[src/hw/rtl/hctk_pkg.sv]
// Shared types, codes and byte-class helpers for the cookie header tokenizer.
// No dependencies; imported by every other file of the block except hctk_stream_if.
package hctk_pkg;

  typedef enum logic [2:0] {
    SC_START, SC_NAME, SC_NAMESP, SC_EQUALS, SC_QUOTED, SC_BSLASH, SC_VALUE, SC_VALUESP
  } scan_t;

  typedef enum logic [2:0] {
    CP_VERSION, CP_VALUE, CP_PATH, CP_DOMAIN, CP_PORT
  } comp_t;

  typedef enum logic [2:0] {
    NM_VERSION, NM_PATH, NM_DOMAIN, NM_PORT, NM_OTHER
  } name_cls_t;

  localparam logic [1:0] KIND_NONE  = 2'd0;
  localparam logic [1:0] KIND_NAME  = 2'd1;
  localparam logic [1:0] KIND_VALUE = 2'd2;

  localparam logic [2:0] ROLE_VERSION = 3'd0;
  localparam logic [2:0] ROLE_COOKIE  = 3'd1;
  localparam logic [2:0] ROLE_PATH    = 3'd2;
  localparam logic [2:0] ROLE_DOMAIN  = 3'd3;
  localparam logic [2:0] ROLE_PORT    = 3'd4;

  localparam logic [3:0] ERR_NONE  = 4'd0;
  localparam logic [3:0] ERR_ORDER = 4'd9;
  localparam logic [3:0] ERR_END   = 4'd10;

  localparam logic [7:0] CH_SEMI   = 8'h3B;
  localparam logic [7:0] CH_COMMA  = 8'h2C;
  localparam logic [7:0] CH_EQUALS = 8'h3D;
  localparam logic [7:0] CH_QUOTE  = 8'h22;
  localparam logic [7:0] CH_BSLASH = 8'h5C;

  localparam int NUM_NAMES = 4;

  localparam logic [7:0] NAME_TEXT [NUM_NAMES][8] = '{
    '{"$", "V", "e", "r", "s", "i", "o", "n"},
    '{"$", "P", "a", "t", "h", 8'h00, 8'h00, 8'h00},
    '{"$", "D", "o", "m", "a", "i", "n", 8'h00},
    '{"$", "P", "o", "r", "t", 8'h00, 8'h00, 8'h00}
  };
  localparam logic [3:0] NAME_LEN [NUM_NAMES] = '{4'd8, 4'd5, 4'd7, 4'd5};

  typedef struct packed {
    scan_t       scan;
    comp_t       comp;
    logic [3:0]  npos;
    logic [3:0]  ncand;
    logic        failed;
  } hctk_state_t;

  localparam hctk_state_t ST_RESET = '{
    scan: SC_START, comp: CP_VERSION, npos: 4'd0, ncand: 4'hF, failed: 1'b0
  };

  typedef struct packed {
    logic [7:0] out_byte;
    logic [1:0] byte_kind;
    logic       attr_done;
    logic [2:0] attr_role;
    logic       held_cookie_done;
    logic       new_cookie_done;
    logic [3:0] error_code;
    logic       header_ok;
  } hctk_result_t;

  function automatic logic is_sp(input logic [7:0] c);
    return c == 8'h20 || c == 8'h09;
  endfunction

  function automatic logic is_ctl(input logic [7:0] c);
    return c < 8'h20 || c == 8'h7F;
  endfunction

  function automatic logic is_chr(input logic [7:0] c);
    return !c[7];
  endfunction

  function automatic logic is_txt(input logic [7:0] c);
    return !is_ctl(c) || c == 8'h09 || c == 8'h0D || c == 8'h0A;
  endfunction

endpackage

[src/hw/rtl/hctk_stream_if.sv]
// Valid/ready channel interfaces for header bytes in and token results out.
// Does not depend on hctk_pkg; widths are fixed.
interface hctk_in_if;
  logic       valid;
  logic       ready;
  logic [7:0] in_byte;
  logic       is_final;
  modport source (output valid, in_byte, is_final, input ready);
  modport sink (input valid, in_byte, is_final, output ready);
endinterface

interface hctk_out_if;
  logic       valid;
  logic       ready;
  logic [7:0] out_byte;
  logic [1:0] byte_kind;
  logic       attr_done;
  logic [2:0] attr_role;
  logic       held_cookie_done;
  logic       new_cookie_done;
  logic [3:0] error_code;
  logic       header_ok;
  modport source (output valid, out_byte, byte_kind, attr_done, attr_role, held_cookie_done,
                  new_cookie_done, error_code, header_ok, input ready);
  modport sink (input valid, out_byte, byte_kind, attr_done, attr_role, held_cookie_done,
                new_cookie_done, error_code, header_ok, output ready);
endinterface

[src/hw/rtl/hctk_name_match.sv]
// Attribute-name matcher against the four dollar names: candidate update for one byte
// and classification of the name seen so far. Depends on hctk_pkg.
module hctk_name_match
  import hctk_pkg::*;
(
  input  logic [3:0] pos,
  input  logic [3:0] cand,
  input  logic [7:0] c,
  input  logic [3:0] base_pos,
  input  logic [3:0] base_cand,
  output logic [3:0] fed_pos,
  output logic [3:0] fed_cand,
  output name_cls_t  cls
);

  always_comb begin
    for (int k = 0; k < NUM_NAMES; k++) begin
      fed_cand[k] = base_cand[k] && (base_pos < NAME_LEN[k]) &&
                    (NAME_TEXT[k][base_pos[2:0]] == c);
    end
    fed_pos = (base_pos == 4'hF) ? base_pos : base_pos + 4'd1;
  end

  always_comb begin
    cls = NM_OTHER;
    for (int k = NUM_NAMES - 1; k >= 0; k--) begin
      if (cand[k] && pos == NAME_LEN[k]) begin
        cls = name_cls_t'(3'(k));
      end
    end
  end

endmodule

[src/hw/rtl/hctk_step.sv]
// Per-byte scanner and attribute composer: next state and result for one header byte.
// Depends on hctk_pkg and hctk_name_match.
module hctk_step
  import hctk_pkg::*;
(
  input  hctk_state_t  st,
  input  logic [7:0]   c,
  input  logic         fin,
  output hctk_state_t  nx,
  output hctk_result_t res
);

  typedef struct packed {
    logic       done;
    logic [2:0] role;
    logic       held;
    logic       newd;
    logic       err;
    comp_t      next;
  } cmp_res_t;

  name_cls_t  cls;
  logic [3:0] base_pos;
  logic [3:0] base_cand;
  logic [3:0] fed_pos;
  logic [3:0] fed_cand;

  assign base_pos  = (st.scan == SC_START) ? ST_RESET.npos : st.npos;
  assign base_cand = (st.scan == SC_START) ? ST_RESET.ncand : st.ncand;

  hctk_name_match u_match (
    .pos       (st.npos),
    .cand      (st.ncand),
    .c         (c),
    .base_pos  (base_pos),
    .base_cand (base_cand),
    .fed_pos   (fed_pos),
    .fed_cand  (fed_cand),
    .cls       (cls)
  );

  function automatic cmp_res_t compose(input name_cls_t nm, input comp_t cs, input logic last);
    cmp_res_t r;
    logic     cookie;
    r = '0;
    r.next = cs;
    cookie = 1'b0;
    case (cs)
      CP_VERSION: begin
        if (nm == NM_VERSION) begin
          r.done = 1'b1;
          r.role = ROLE_VERSION;
          r.next = CP_VALUE;
        end else if (nm == NM_OTHER) begin
          cookie = 1'b1;
        end
      end
      CP_PATH, CP_DOMAIN, CP_PORT: begin
        if ((cs == CP_PATH && nm == NM_PATH) || (cs == CP_DOMAIN && nm == NM_DOMAIN) ||
            (cs == CP_PORT && nm == NM_PORT)) begin
          r.done = 1'b1;
          case (cs)
            CP_PATH:   r.role = ROLE_PATH;
            CP_DOMAIN: r.role = ROLE_DOMAIN;
            default:   r.role = ROLE_PORT;
          endcase
          if (cs == CP_PORT || last) begin
            r.newd = 1'b1;
            r.next = CP_VALUE;
          end else if (cs == CP_PATH) begin
            r.next = CP_DOMAIN;
          end else begin
            r.next = CP_PORT;
          end
        end else if (nm == NM_OTHER || nm == NM_VERSION) begin
          r.held = 1'b1;
          cookie = 1'b1;
        end
      end
      default: begin
        if (nm == NM_OTHER || nm == NM_VERSION) begin
          cookie = 1'b1;
        end
      end
    endcase
    if (cookie) begin
      r.done = 1'b1;
      r.role = ROLE_COOKIE;
      if (last) begin
        r.newd = 1'b1;
        r.next = CP_VALUE;
      end else begin
        r.next = CP_PATH;
      end
    end
    r.err = !r.done;
    return r;
  endfunction

  logic     sep;
  logic     bad;
  logic     do_cmp;
  cmp_res_t cr;

  assign sep = (st.scan inside {SC_NAME, SC_NAMESP, SC_EQUALS, SC_VALUE, SC_VALUESP}) &&
               (c == CH_SEMI || c == CH_COMMA);
  assign cr  = compose(cls, st.comp, sep ? (c == CH_COMMA) : 1'b1);

  always_comb begin
    nx     = st;
    res    = '0;
    bad    = 1'b0;
    do_cmp = 1'b0;
    if (!st.failed) begin
      if (sep) begin
        do_cmp  = 1'b1;
        nx.scan = SC_START;
      end else begin
        case (st.scan)
          SC_START: begin
            if (is_sp(c)) begin
            end else if (!is_ctl(c) && c != CH_EQUALS) begin
              nx.npos       = fed_pos;
              nx.ncand      = fed_cand;
              res.out_byte  = c;
              res.byte_kind = KIND_NAME;
              nx.scan       = SC_NAME;
            end else begin
              bad = 1'b1;
            end
          end
          SC_NAME: begin
            if (is_sp(c)) begin
              nx.scan = SC_NAMESP;
            end else if (c == CH_EQUALS) begin
              nx.scan = SC_EQUALS;
            end else if (!is_ctl(c)) begin
              nx.npos       = fed_pos;
              nx.ncand      = fed_cand;
              res.out_byte  = c;
              res.byte_kind = KIND_NAME;
            end else begin
              bad = 1'b1;
            end
          end
          SC_NAMESP: begin
            if (c == CH_EQUALS) begin
              nx.scan = SC_EQUALS;
            end else if (!is_sp(c)) begin
              bad = 1'b1;
            end
          end
          SC_EQUALS: begin
            if (c == CH_QUOTE) begin
              nx.scan = SC_QUOTED;
            end else if (is_sp(c)) begin
            end else if (is_chr(c) && !is_ctl(c)) begin
              res.out_byte  = c;
              res.byte_kind = KIND_VALUE;
              nx.scan       = SC_VALUE;
            end else begin
              bad = 1'b1;
            end
          end
          SC_QUOTED: begin
            if (c == CH_QUOTE) begin
              nx.scan = SC_VALUESP;
            end else if (c == CH_BSLASH) begin
              nx.scan = SC_BSLASH;
            end else if (is_txt(c)) begin
              res.out_byte  = c;
              res.byte_kind = KIND_VALUE;
            end else begin
              bad = 1'b1;
            end
          end
          SC_BSLASH: begin
            if (is_chr(c)) begin
              res.out_byte  = c;
              res.byte_kind = KIND_VALUE;
              nx.scan       = SC_QUOTED;
            end else begin
              bad = 1'b1;
            end
          end
          SC_VALUE: begin
            if (is_sp(c)) begin
              nx.scan = SC_VALUESP;
            end else if (is_chr(c) && !is_ctl(c)) begin
              res.out_byte  = c;
              res.byte_kind = KIND_VALUE;
            end else begin
              bad = 1'b1;
            end
          end
          default: begin
            if (!is_sp(c)) begin
              bad = 1'b1;
            end
          end
        endcase
      end

      // end of header: value states close the attribute, others are premature
      if (!bad && fin && !sep) begin
        if (nx.scan inside {SC_EQUALS, SC_VALUE, SC_VALUESP}) begin
          do_cmp        = 1'b1;
          res.header_ok = !cr.err;
        end else begin
          res.error_code = ERR_END;
          nx.failed      = 1'b1;
        end
      end

      if (do_cmp) begin
        nx.npos  = ST_RESET.npos;
        nx.ncand = ST_RESET.ncand;
        if (cr.err) begin
          res.error_code = ERR_ORDER;
          nx.failed      = 1'b1;
        end else begin
          res.attr_done        = 1'b1;
          res.attr_role        = cr.role;
          res.held_cookie_done = cr.held;
          res.new_cookie_done  = cr.newd;
          nx.comp              = cr.next;
          if (fin && sep) begin
            res.error_code = ERR_END;
            nx.failed      = 1'b1;
          end
        end
      end

      if (bad) begin
        res            = '0;
        res.error_code = {1'b0, st.scan} + 4'd1;
        nx.failed      = 1'b1;
      end
    end
    if (fin) begin
      nx = ST_RESET;
    end
  end

endmodule

[src/hw/rtl/http_cookie_header_tokenizer.sv]
// Cookie header tokenizer top level: input register, parse state, result register.
// Depends on hctk_pkg, hctk_stream_if and hctk_step.
//
// Usage:
//   hdr carries one header byte per request with is_final on the last byte.
//   tok returns exactly one result per byte: the byte tagged as name or value
//   (or dropped), attribute end with its role, cookie completion flags, an
//   error code, and header_ok on a cleanly ended final byte.
//   A byte taken is first held in the input register, and its result is
//   loaded into the result register when that byte moves on.
//   Throughput is one byte per cycle unless tok stalls; the path from input
//   register to result register is a single pass of the scanner and composer logic.
//   hdr.ready stays high while the input register is empty or moving on, so a
//   new byte is taken even while a finished result waits on tok.
//   When tok stalls, the result and the byte behind it hold; hdr.ready drops
//   once both registers are full.
//   After an error every further byte of the header yields an all-zero result.
//   Every final byte returns the parser to its reset state for the next header.
//   rst (synchronous) empties both registers and restores the reset state.
module http_cookie_header_tokenizer
  import hctk_pkg::*;
(
  input logic        clk,
  input logic        rst,
  hctk_in_if.sink    hdr,
  hctk_out_if.source tok
);

  logic         in_vld;
  logic [7:0]   in_c;
  logic         in_fin;
  hctk_state_t  st;
  hctk_state_t  st_next;
  hctk_result_t res;
  hctk_result_t res_next;
  logic         out_vld;
  logic         adv;

  assign adv       = in_vld && (!out_vld || tok.ready);
  assign hdr.ready = !in_vld || adv;

  hctk_step u_step (
    .st  (st),
    .c   (in_c),
    .fin (in_fin),
    .nx  (st_next),
    .res (res_next)
  );

  always_ff @(posedge clk) begin
    if (rst) begin
      in_vld  <= 1'b0;
      out_vld <= 1'b0;
      st      <= ST_RESET;
    end else begin
      if (hdr.valid && hdr.ready) begin
        in_vld <= 1'b1;
        in_c   <= hdr.in_byte;
        in_fin <= hdr.is_final;
      end else if (adv) begin
        in_vld <= 1'b0;
      end
      if (adv) begin
        st      <= st_next;
        res     <= res_next;
        out_vld <= 1'b1;
      end else if (tok.ready) begin
        out_vld <= 1'b0;
      end
    end
  end

  assign tok.valid            = out_vld;
  assign tok.out_byte         = res.out_byte;
  assign tok.byte_kind        = res.byte_kind;
  assign tok.attr_done        = res.attr_done;
  assign tok.attr_role        = res.attr_role;
  assign tok.held_cookie_done = res.held_cookie_done;
  assign tok.new_cookie_done  = res.new_cookie_done;
  assign tok.error_code       = res.error_code;
  assign tok.header_ok        = res.header_ok;

  a_failed_silent: assert property (@(posedge clk) disable iff (rst)
    adv && st.failed |=> res == '0)
    else $error("result not zero while header failed");

  a_final_resets: assert property (@(posedge clk) disable iff (rst)
    adv && in_fin |=> st == ST_RESET)
    else $error("state not restored after final byte");

  a_ok_no_error: assert property (@(posedge clk) disable iff (rst)
    out_vld |-> !(res.header_ok && res.error_code != ERR_NONE))
    else $error("header_ok with error code");

  a_held_byte_kept: assert property (@(posedge clk) disable iff (rst)
    in_vld && !adv |=> in_vld && $stable(in_c) && $stable(in_fin))
    else $error("stalled input byte lost");

  a_failed_latched: assert property (@(posedge clk) disable iff (rst)
    adv && !in_fin && res_next.error_code != ERR_NONE |=> st.failed)
    else $error("error without failed state");

endmodule
[src/flat_wrapper.sv]
// flat-port wrapper written by rule: the top's interface ports become plain ports
module http_cookie_header_tokenizer_flat import hctk_pkg::*;
  (clk, rst, hdr_valid, hdr_in_byte, hdr_is_final, hdr_ready, tok_valid, tok_out_byte, tok_byte_kind, tok_attr_done, tok_attr_role, tok_held_cookie_done, tok_new_cookie_done, tok_error_code, tok_header_ok, tok_ready);
  hctk_in_if hdr_i ();
  hctk_out_if tok_i ();
  input logic clk;
  input logic rst;
  input wire logic [$bits(hdr_i.valid)-1:0] hdr_valid;
  input wire logic [$bits(hdr_i.in_byte)-1:0] hdr_in_byte;
  input wire logic [$bits(hdr_i.is_final)-1:0] hdr_is_final;
  output wire logic [$bits(hdr_i.ready)-1:0] hdr_ready;
  output wire logic [$bits(tok_i.valid)-1:0] tok_valid;
  output wire logic [$bits(tok_i.out_byte)-1:0] tok_out_byte;
  output wire logic [$bits(tok_i.byte_kind)-1:0] tok_byte_kind;
  output wire logic [$bits(tok_i.attr_done)-1:0] tok_attr_done;
  output wire logic [$bits(tok_i.attr_role)-1:0] tok_attr_role;
  output wire logic [$bits(tok_i.held_cookie_done)-1:0] tok_held_cookie_done;
  output wire logic [$bits(tok_i.new_cookie_done)-1:0] tok_new_cookie_done;
  output wire logic [$bits(tok_i.error_code)-1:0] tok_error_code;
  output wire logic [$bits(tok_i.header_ok)-1:0] tok_header_ok;
  input wire logic [$bits(tok_i.ready)-1:0] tok_ready;
  assign hdr_i.valid = hdr_valid;
  assign hdr_i.in_byte = hdr_in_byte;
  assign hdr_i.is_final = hdr_is_final;
  assign hdr_ready = hdr_i.ready;
  assign tok_valid = tok_i.valid;
  assign tok_out_byte = tok_i.out_byte;
  assign tok_byte_kind = tok_i.byte_kind;
  assign tok_attr_done = tok_i.attr_done;
  assign tok_attr_role = tok_i.attr_role;
  assign tok_held_cookie_done = tok_i.held_cookie_done;
  assign tok_new_cookie_done = tok_i.new_cookie_done;
  assign tok_error_code = tok_i.error_code;
  assign tok_header_ok = tok_i.header_ok;
  assign tok_i.ready = tok_ready;
  http_cookie_header_tokenizer u_core (.clk(clk), .rst(rst), .hdr(hdr_i), .tok(tok_i));
endmodule
[config.mk]
export PLATFORM = sky130hd
export DESIGN_NAME = http_cookie_header_tokenizer_flat
export DESIGN_NICKNAME = d
export VERILOG_FILES = /design/src/hw/rtl/hctk_pkg.sv /design/src/hw/rtl/hctk_stream_if.sv /design/src/hw/rtl/hctk_name_match.sv /design/src/hw/rtl/hctk_step.sv /design/src/hw/rtl/http_cookie_header_tokenizer.sv /design/src/flat_wrapper.sv
export SDC_FILE = /design/constraint.sdc
export NUM_CORES = 1
export LEC_CHECK = 0
export BUFFER_PORTS_ARGS = -buffer_cell sky130_fd_sc_hd__clkbuf_2
export CAP_MARGIN = 20
export CORE_AREA = 3 3 84 86
export DETAILED_ROUTE_END_ITERATION = 12
export DIE_AREA = 0 0 87 89
export GPL_ROUTABILITY_DRIVEN = 0
export PLACE_DENSITY_LB_ADDON = 0.15
export SLEW_MARGIN = 15
export SYNTH_ARGS = -nofsm -noshare
export SYNTH_HDL_FRONTEND = slang
export SYNTH_SLANG_ARGS = --single-unit
[constraint.sdc]
create_clock -name clk -period 3.6 [get_ports clk]
set_input_delay 0.9 -clock clk [delete_from_list [all_inputs] [get_ports clk]]
set_output_delay 0.9 -clock clk [all_outputs]
set_load 0.02 [all_outputs]
==> results of run 1 <==
[cell families (layout without fill, tap and decap cells)]
kind of cell	Yosys count	in the layout
flops	47	47
mux	3	3
fa+ha+maj	15	15
xor+xnor	15	15
simple gates	163	163
compound gates	118	118
buf+inv	41	67
[Yosys cell counts (11+ instances only)]
master,n
nor4_1,11
nand3_1,12
inv_1,15
nor2_1,35
nand2_1,35
ha_1,14
clkbuf_1,16
dfxtp_1,17
a21oi_1,28
nor3_1,13
o21ai_0,22
edfxtp_1,30
[layout by cell type, fill, tap and decap left out, types with 3 or more instances in the layout]
cell,instances
dfxtp_1,17
and3_1,3
xnor2_1,9
edfxtp_1,30
o21ai_0,22
inv_1,15
nor4_1,11
xor2_1,6
mux2i_1,3
and2_1,9
ha_1,14
o211ai_1,4
o2111ai_1,4
nand3_1,12
nand3b_1,4
clkbuf_2,35
nor3_1,13
o22a_1,4
a21oi_1,28
buf_4,7
or3_1,4
nand4_1,3
and3b_1,4
a31oi_1,5
clkbuf_8,5
o22ai_1,5
a211oi_1,7
nor2_1,34
nand2b_1,6
nand2_1,35
nor2b_1,7
[where the power goes]
group	switching (uW)	leakage (uW)	internal, uW
Combinational	91.3	0.000992	57.6
Sequential	25.5	0.000418	594
Clock	186	0.0000548	209
[state kept, by name (all words and copies together) (netlist names), 2 cells and up]
register / count
u_core.st: 15
u_core.in_c: 8
u_core.tok.out_byte: 8
u_core.tok.error_code: 4
u_core.tok.attr_role: 3
u_core.tok.byte_kind: 2
[worst max-delay path: cells and delay by family, from the launching register on]
kind	cells	cell delay [ps]
simple gates	3	870
flops	1	790
compound gates	4	1200
[per-layer routing]
layer / up-vias / share of wire
met4: 0 / 0.015
met3: 14 / 0.064
li1: 1561 / -
met5: - / 0
met1: 1559 / 0.45
met2: 145 / 0.47
[metrics by stage]
stage / total power, uW / worst slack (ps) / hold WS [ps]
after floorplan: 733 / 814 / 453
after global placement: 775 / 525 / 473
after detailed placement: 778 / 480 / 488
after CTS: 1170 / 451 / 505
after global routing: 1210 / 234 / 527
final: 1160 / 505 / 504
[path summary, 6_finish.rpt]
| check | slack [ps] | from | to | depth (start not counted) |
|---|---|---|---|---|
| max reg2reg | 500 | u_core.in_c[3]$_DFFE_PP_ | u_core.tok.error_code[0]$_SDFFCE_PP0P_ | 7 |
| min | 500 | u_core.st[1]$_SDFFE_PP1P_ | u_core.st[1]$_SDFFE_PP1P_ | 2 |
| max | 500 | u_core.in_c[3]$_DFFE_PP_ | u_core.tok.error_code[0]$_SDFFCE_PP0P_ | 7 |
| min reg2reg | 500 | u_core.st[1]$_SDFFE_PP1P_ | u_core.st[1]$_SDFFE_PP1P_ | 2 |
[cell type report]
class | instances | share of cell area
multi-input combinational | 314 | 0.541
sequential | 47 | 0.326
timing repair buffer | 43 | 0.0612
tap | 77 | 0.0253
clock buffer | 5 | 0.0181
inverter | 16 | 0.0158
clock inverter | 3 | 0.0122
==> flow_summary.ini, run 1 <==
[status]
status = finished clean

[logic_synthesis]
synth_edf_count = 30
synth.avg_cell_area_sq_um = 8.63
synthAdderAreaFrac = 0.0534
synthArstFlopShare = 0
syn_inst = 402
yosys.cell_types.count = 79
synth_area_sq_um = 3470
seq_area_frac_synth = 0.358
synth_ff_type = edfxtp_1
synth_top_area_share = 0.260
syn_nets = 429
synth-simple-area-share = 0.253
yosys_warnings = 0
synthXorXnorAreaFrac = 0.0379
synthTopCellsByArea = edfxtp_1 (26%), dfxtp_1 (9.8%), ha_1 (5.1%), a21oi_1 (4.0%), nand2_1 (3.8%)
muxShareOfSynthArea = 0.00866
synth_area_leader_cell = edfxtp_1
synth_compound_area_frac = 0.240
synth_top_family_by_area = simple AND/OR/NAND/NOR gates
synth_seq_cells = 47

[route]
vias_per_cell = 6.49
wl_per_cell_microns = 17.1
final_antenna_net_count = 0
num_vias = 3279
route.detailed.drc = 0
drt_iter0_markers = 419
wl_mm = 8.64
firstDrtPassIters = 5

[critical_path]
path_class = register to register
crit_chain = nand3b_1 > or3_4 > and3_4 > a221o_1 > o31a_1 > a211oi_4 > o31ai_1
max_stage_delay_ps = 790
cp-end-kind = register
slowest_stage = edfxtp_1
worstPathArrival_ps = 3140
critPathLaunchType = register
worst-path-max-fanout = 21
worstPathRequired_ps = 3650

[sta]
slew_headroom = 0.335
finalClockSkew_ps = 13.2
rsz0062_at_grt = no
period_needed_ps = 3100
fin_crit_sh = 0.860
max_freq_ghz = 0.323
maxSlewViolCount = 0
fin_tns_setup_ps = 0
finalSetupViolations = 0
final_hold_viol_count = 0
tightest_slew_ps = 997

[pwr]
power.leakage_uw = 0.00147
ir_drop_mv = 0.229
power_density_nw_per_um2 = 306

[layout]
final_cell_area_sq_um = 3800
seq_area_sq_um = 1240
multi_input_area_sq_um = 2060
fin_nets = 454
syn_to_final_growth_pct = 9.67
fin_cells = 505
finalCoreUtilization = 0.599
final_layout_size_suffix_gt1_frac = 0.147
antenna_cells = 0
fillers = 562

[cts]
tritoncts = yes
post_cts_resized = 0
cts.path.max_buffers = 2
h-tree-depth = 2
clkTransAtPathRegs_ps = 90
worstSkewPairLatency_ps = 300
postCtsSetupBuffers = 0
cts_sinks = 47
ctsHoldBuffers = 0
cts_buffers = 5
cts_root_buf = clkbuf_8

[floorplanning]
pin_count = 36
die_h_microns = 89
start_util = 0.546
fp.dieArea_sq_um = 7740
rows = 29
core-area_sq_um = 6350
chipWidth_microns = 87

[job]
drv_cap = 0

[global_route]
grt_pass1_wl_mm = 14.2
grt_overflow = 0
grt_util_all_layers = 0.230
use_met2 = 0.386
grt.busiest_layer = met2
met3_usage = 0.0295
use_met1 = 0.307
antenna_found_initial = 0
grt_max_degree = 22
grt_pass1_vias = 2990

[place]
numPortBuffers = 35
dp_cells = 496
placed_cell_area_sq_um = 3680
dp.final_hpwl_mm = 6.35

[min_path]
hp-class = register to register
No activity file was read; power rests on OpenSTA's default activity.
==> run 2: changes to the inputs <==
--- a/config.mk
+++ b/config.mk
@@ -7,7 +7,8 @@
 export LEC_CHECK = 0
+export ABC_AREA = 1
 export BUFFER_PORTS_ARGS = -buffer_cell sky130_fd_sc_hd__clkbuf_2
 export CAP_MARGIN = 20
-export CORE_AREA = 3 3 84 86
+export CORE_AREA = 3 3 83 85
 export DETAILED_ROUTE_END_ITERATION = 12
-export DIE_AREA = 0 0 87 89
+export DIE_AREA = 0 0 86 88
 export GPL_ROUTABILITY_DRIVEN = 0
--- a/constraint.sdc
+++ b/constraint.sdc
@@ -3,2 +3,2 @@
 set_output_delay 0.9 -clock clk [all_outputs]
-set_load 0.02 [all_outputs]
+set_load 0.05 [all_outputs]
==> run 2 against run 1 <==
Flip-flop and latch count is the same. Routed wire length down 9.0%. Non-clock buffer count shrank 6. Sequential share of layout area is 0.28 points higher. Die area is 2.3% lower. Count of clock-buffer cells in the layout unchanged. Utilization increased by 0.17 points. Global-route usage down 1.3 points. Critical path depth up 9. Worst hold slack worse by 7.8 ps. Combinational power is 53% higher. Worst setup slack better by 180 ps. Critical path type unchanged. Largest power group unchanged.
==> flow_summary.ini, run 2 <==
[sta]
maxSlewViolCount = 0
rsz0062_at_grt = no
slew_headroom = 0.710
holdWs_ps = 496
period_needed_ps = 2920
fin_tns_setup_ps = 0
finalClockSkew_ps = 12.5
finalSetupViolations = 0
fin_crit_sh = 0.811
final_hold_viol_count = 0
max_freq_ghz = 0.343
tightest_slew_ps = 433

[critical_path]
r2r_start = u_core.st[12]$_SDFFE_PP0P_
critical_path.top_delay_family = simple AND/OR/NAND/NOR gates
reg2reg_to = u_core.st[1]$_SDFFE_PP1P_
worstRegToRegCells = 16
crit_chain = inv_1 > ha_1 > nand2_4 > inv_2 > nor2_1 > buf_4 > inv_1 > ha_1 > or2_2 > nand2_1 > xor2_1 > nor4_1 > nand4_1 > nand2_1 > a21oi_1 > o21ai_0
max_stage_delay_ps = 510
worstPathArrival_ps = 3110
startpoint = u_core.st[12]$_SDFFE_PP0P_
critPathLaunchType = register
cp-end-kind = register
path_buf_inv = 4
crit_path_end = u_core.st[1]$_SDFFE_PP1P_
worstPathRequired_ps = 3790
slowest_stage = dfxtp_1
r2r_slack_ps = 680
cp.depth = 16
path_class = register to register
worst-path-max-fanout = 9

[global_route]
antenna_found_initial = 0
grt_max_degree = 16
grt_overflow = 0
grt_util_all_layers = 0.217
grt_pass1_wl_mm = 13.1
grt_pass1_vias = 2870

[layout]
antenna_cells = 0
fin_cells = 587
layout_commonest_cell = nand2_1
fillers = 573
final_layout_size_suffix_gt1_frac = 0.198
syn_to_final_growth_pct = 9.92
layout_common_cells = nand2_1 (114), nor2_1 (53), inv_1 (44)
fin_nets = 536
largest_reg_flops = 15
regMostFlops = u_core.st

[cts]
worstSkewPairLatency_ps = 300
h-tree-depth = 2
cts.path.max_buffers = 2
cts_sinks = 47
postCtsSetupBuffers = 0
tritoncts = yes
clkTransAtPathRegs_ps = 100
cts_root_buf = clkbuf_8
post_cts_resized = 0
cts_buffers = 5
ctsHoldBuffers = 0

[route]
final_antenna_net_count = 0
num_vias = 3182
wl_met1_mm = 3.67
drt_iter0_markers = 186
firstDrtPassIters = 5
met3_length_microns = 477
wl_met2_mm = 3.52
wl_per_cell_microns = 13.4
vias_per_cell = 5.42
wl_mm = 7.87
top_layer_used = met4
route.detailed.drc = 0

[logic_synthesis]
yosys_warnings = 0
yosys.cell_types.count = 42
syn_inst = 470
synth_ff_type = edfxtp_1
synth_top_area_share = 0.263
yosysMostFrequentCell = nand2_1
synth.avg_cell_area_sq_um = 7.30
synthTopCellsByArea = edfxtp_1 (26%), nand2_1 (12%), dfxtp_1 (9.9%), nor2_1 (5.9%), ha_1 (5.1%)
syn_nets = 497
synthArstFlopShare = 0
seq_area_frac_synth = 0.362
synth_common_cells = nand2_1 (114), nor2_1 (54), inv_1 (44)
synth_edf_count = 30
synth_area_leader_cell = edfxtp_1
synth_area_sq_um = 3430
synth_seq_cells = 47

[floorplanning]
core-area_sq_um = 6280
chipWidth_microns = 86
die_h_microns = 88
pin_count = 36
start_util = 0.547
rows = 29
fp.dieArea_sq_um = 7570

[min_path]
hp-class = register to register

[job]
drv_cap = 0

[pwr]
power.leakage_uw = 0.00174
ir_drop_mv = 0.204
power_density_nw_per_um2 = 310
p_total_uw = 1170

[place]
dp_cells = 579
numPortBuffers = 35
dp.final_hpwl_mm = 6.18

[status]
status = finished clean
==> run 2: cell count changes in the layout (fill, tap and decap cells not counted), moves of 10 or more <==
cell,previous run,this run
inv_1,15,44
xor2_1,6,16
nand2_1,35,114
nor2_1,34,53
nand3_1,12,28
nand2_2,0,10
inv_2,0,18
==> run 2: kinds of logic after synthesis <==
family / after synthesis / share of synthesized area
adder cells (fa/ha/maj): 14 / 0.0511
buffers and inverters: 70 / 0.0835
AO/OA/AOI/OAI: 67 / 0.116
flip-flops: 47 / 0.362
XOR/XNOR: 17 / 0.0434
AND/OR/NAND/NOR: 255 / 0.345
==> run 2: how the worst min path moves through the flow <==
stage / start / to / slack (ps) / cells after the start
floorplan: u_core.st[3]$_SDFFE_PP1P_ / u_core.st[3]$_SDFFE_PP1P_ / 450 / 2
global placement: u_core.st[3]$_SDFFE_PP1P_ / u_core.st[3]$_SDFFE_PP1P_ / 480 / 2
detailed placement: u_core.st[3]$_SDFFE_PP1P_ / u_core.st[3]$_SDFFE_PP1P_ / 480 / 2
CTS: u_core.st[3]$_SDFFE_PP1P_ / u_core.st[3]$_SDFFE_PP1P_ / 500 / 2
global route: u_core.st[3]$_SDFFE_PP1P_ / u_core.st[3]$_SDFFE_PP1P_ / 540 / 2
finish: u_core.st[3]$_SDFFE_PP1P_ / u_core.st[3]$_SDFFE_PP1P_ / 500 / 2
==> run 2: layout make-up <==
cell class              count  area [sq um]  share of cell area
multi-input cells         353          1910               0.505
repair buffers             37           190              0.0504
well taps                  77          96.3              0.0255
clock inverters             3          18.8             0.00498
flip-flops and latches     47          1240               0.329
clock buffers               5          68.8              0.0182
inverters                  65           250              0.0664
==> run 2: metrics by stage <==
| stage | worst slack (ps) | cell area (sq um) | util |
|---|---|---|---|
| 2_1_floorplan | 943 | 3430 | - |
| 3_3_place_gp | 890 | 3680 | 0.587 |
| 3_5_place_dp | 728 | 3680 | 0.587 |
| 4_1_cts | 687 | 3770 | 0.601 |
| 5_1_grt | 369 | 3770 | 0.601 |
| 6_report | 682 | 3770 | 0.601 |
==> run 2: report_power, final <==
part           switching (uW)  internal [uW]
Combinational             161           66.2
Clock                     184            136
Sequential               20.8            601
==> run 2: metal layers <==
metal | global-route usage | vias up
li1 | - | 1624
met1 | 0.297 | 1419
met2 | 0.343 | 121
met3 | 0.0292 | 18
met4 | 0.0935 | 0
met5 | 0 | -
==> run 2: tightest hold or removal path, stage by stage (launching register included) <==
cell and delay, ps:
dfxtp_1 330, nand2_1 70, nand3_1 60
==> run 3: changes to the inputs <==
CORE_AREA = 3 3 84 86   (was 3 3 83 85)
DIE_AREA = 0 0 87 89   (was 0 0 86 88)
clock period = 2.4 ns   (was 3.6 ns; I/O delays follow)
==> run 3 against run 2 <==
Via count is 7.6% higher. Critical path depth is 2 lower. Cell count is 6.8% higher. Combinational power is 76% higher. Utilization is 6.1 points higher. Worst hold slack worse by 31 ps. Register-to-register slack worse by 570 ps. Count of clock-buffer cells in the layout is 1 higher. Clock skew hardly changed. Largest cell class unchanged. Largest power group unchanged. Highest routed layer unchanged.
==> flow_summary.ini, run 3 (synthesized netlist as in run 2, its figures left out) <==
[sta]
maxSlewViolCount = 0
max_freq_ghz = 0.438
fin_tns_setup_ps = 0
holdWs_ps = 465
slew_headroom = 0.713
fin_crit_sh = 0.951
final_hold_viol_count = 0
finalClockSkew_ps = 12.7
period_needed_ps = 2280
tightest_slew_ps = 427
rsz0062_at_grt = yes
finalSetupViolations = 0

[pwr]
power_density_nw_per_um2 = 433
power.leakage_uw = 0.00194
ir_drop_mv = 0.305

[critical_path]
startpoint = u_core.in_c[4]$_DFFE_PP_
critical_path.top_delay_family = simple AND/OR/NAND/NOR gates
r2r_start = u_core.in_c[4]$_DFFE_PP_
path_buf_inv = 2
worst-path-max-fanout = 5
crit_chain = inv_2 > nand2_2 > nor2_1 > nand2_2 > nand3_1 > nor2_1 > nor2_1 > nand3_1 > nor2_2 > nand2_4 > nand2_4 > inv_4 > nand2_4 > nor2_2
critPathLaunchType = register
worstPathRequired_ps = 2470
slowest_stage = edfxtp_1
worstPathArrival_ps = 2350
cp-end-kind = register
path_class = register to register
max_stage_delay_ps = 510

[cts]
cts_root_buf = clkbuf_8
clkTransAtPathRegs_ps = 100
cts.path.max_buffers = 2
cts_sinks = 47
worstSkewPairLatency_ps = 310
tritoncts = yes
h-tree-depth = 2
cts_buffers = 5

[floorplanning]
fp.dieArea_sq_um = 7740
pin_count = 36
start_util = 0.540
core-area_sq_um = 6350
rows = 29
chipWidth_microns = 87
die_h_microns = 89

[route]
route.detailed.drc = 0
firstDrtPassIters = 5
drt_iter0_markers = 273
num_vias = 3424
wl_per_cell_microns = 14.2
final_antenna_net_count = 0
vias_per_cell = 5.46
wl_mm = 8.89

[global_route]
grt_max_degree = 16
antenna_found_initial = 0
grt_util_all_layers = 0.232
grt_pass1_vias = 3055
grt_overflow = 0
grt_pass1_wl_mm = 14.1

[layout]
syn_to_final_growth_pct = 22.4
largest_reg_flops = 15
final_cell_area_sq_um = 4200
layout_common_cells = nand2_1 (108), nor2_1 (51), buf_4 (41)
regMostFlops = u_core.st
layout_commonest_cell = nand2_1
fin_nets = 576
antenna_cells = 0
final_layout_size_suffix_gt1_frac = 0.311

[place]
numPortBuffers = 35
dp.final_hpwl_mm = 6.80
placed_cell_area_sq_um = 3930

[min_path]
hp-class = input pin to register
hp-start = hdr_in_byte[3]

[job]
drv_cap = 0

[status]
status = finished clean
## run 3: changes by cell type in the layout (fill, tap and decap cells not counted), moves of 3 or more
cell,previous run,this run
buf_4,2,41
nand2_1,114,108
nand2_2,10,16
ha_2,0,3
inv_1,44,39
ha_1,14,9
## run 3: final cells by class
class | count | area (sq um)
Sequential cell | 47 | 1250
Multi-Input combinational cell | 353 | 2020
Clock inverter | 2 | 13.8
Timing Repair Buffer | 77 | 488
Clock buffer | 6 | 72.6
Tap cell | 77 | 96.3
Inverter | 65 | 258
Fill cell | 533 | 2150
## run 3: worst reg2reg max path: stages (launching register included)
cell	delay, ps
edfxtp_1	510
inv_2	120
nand2_2	100
nor2_1	180
nand2_2	100
nand3_1	120
nor2_1	50
nor2_1	180
nand3_1	150
nor2_2	200
nand2_4	80
nand2_4	80
inv_4	50
nand2_4	80
nor2_2	40
## run 3: routing by layer
layer,track usage,share of wire,routed length (microns),vias up
met5,0,0,0,-
met4,0.0793,0.012,110,0
met3,0.0341,0.063,563,9
met2,0.363,0.46,4120,115
met1,0.328,0.46,4090,1587
li1,-,-,-,1713
## run 3: final timing paths
kind,endpoint,slack [ps],cells after the start
setup / recovery,u_core.tok.held_cookie_done$_SDFFCE_PP0P_,120,14
hold / removal,u_core.in_c[3]$_DFFE_PP_,470,1
setup reg to reg,u_core.tok.held_cookie_done$_SDFFCE_PP0P_,120,14
hold reg to reg,u_core.st[3]$_SDFFE_PP1P_,510,2
## run 3: metrics by stage
step | util | setup WS, ps | total power, uW | cells
after floorplan | - | 13.7 | 1210 | 470
after global placement | 0.618 | 66.5 | 1310 | 610
after detailed placement | 0.618 | -22.0 | 1320 | 610
after CTS | 0.632 | 4.86 | 1800 | 618
after global routing | 0.661 | -25.9 | 1910 | 627
final | 0.661 | 117 | 1820 | 627
## run 3: power by group
part / switching, uW / leakage [uW] / internal, uW / total [uW]
Combinational: 266 / 0.00147 / 135 / 401
Clock: 282 / 0.0000452 / 206 / 488
Sequential: 30.3 / 0.000427 / 899 / 930
Total: 579 / 0.00194 / 1240 / 1820
## run 3: what timing repair did
item / 4_1_cts / 5_1_grt
hold endpoints to repair: 0 / 0
gates resized for setup: 2 / 36
buffers inserted: 0 / 9
endpoints found under the setup margin: 3 / 32
pin swaps: 1 / 13
hold buffers: 0 / 0
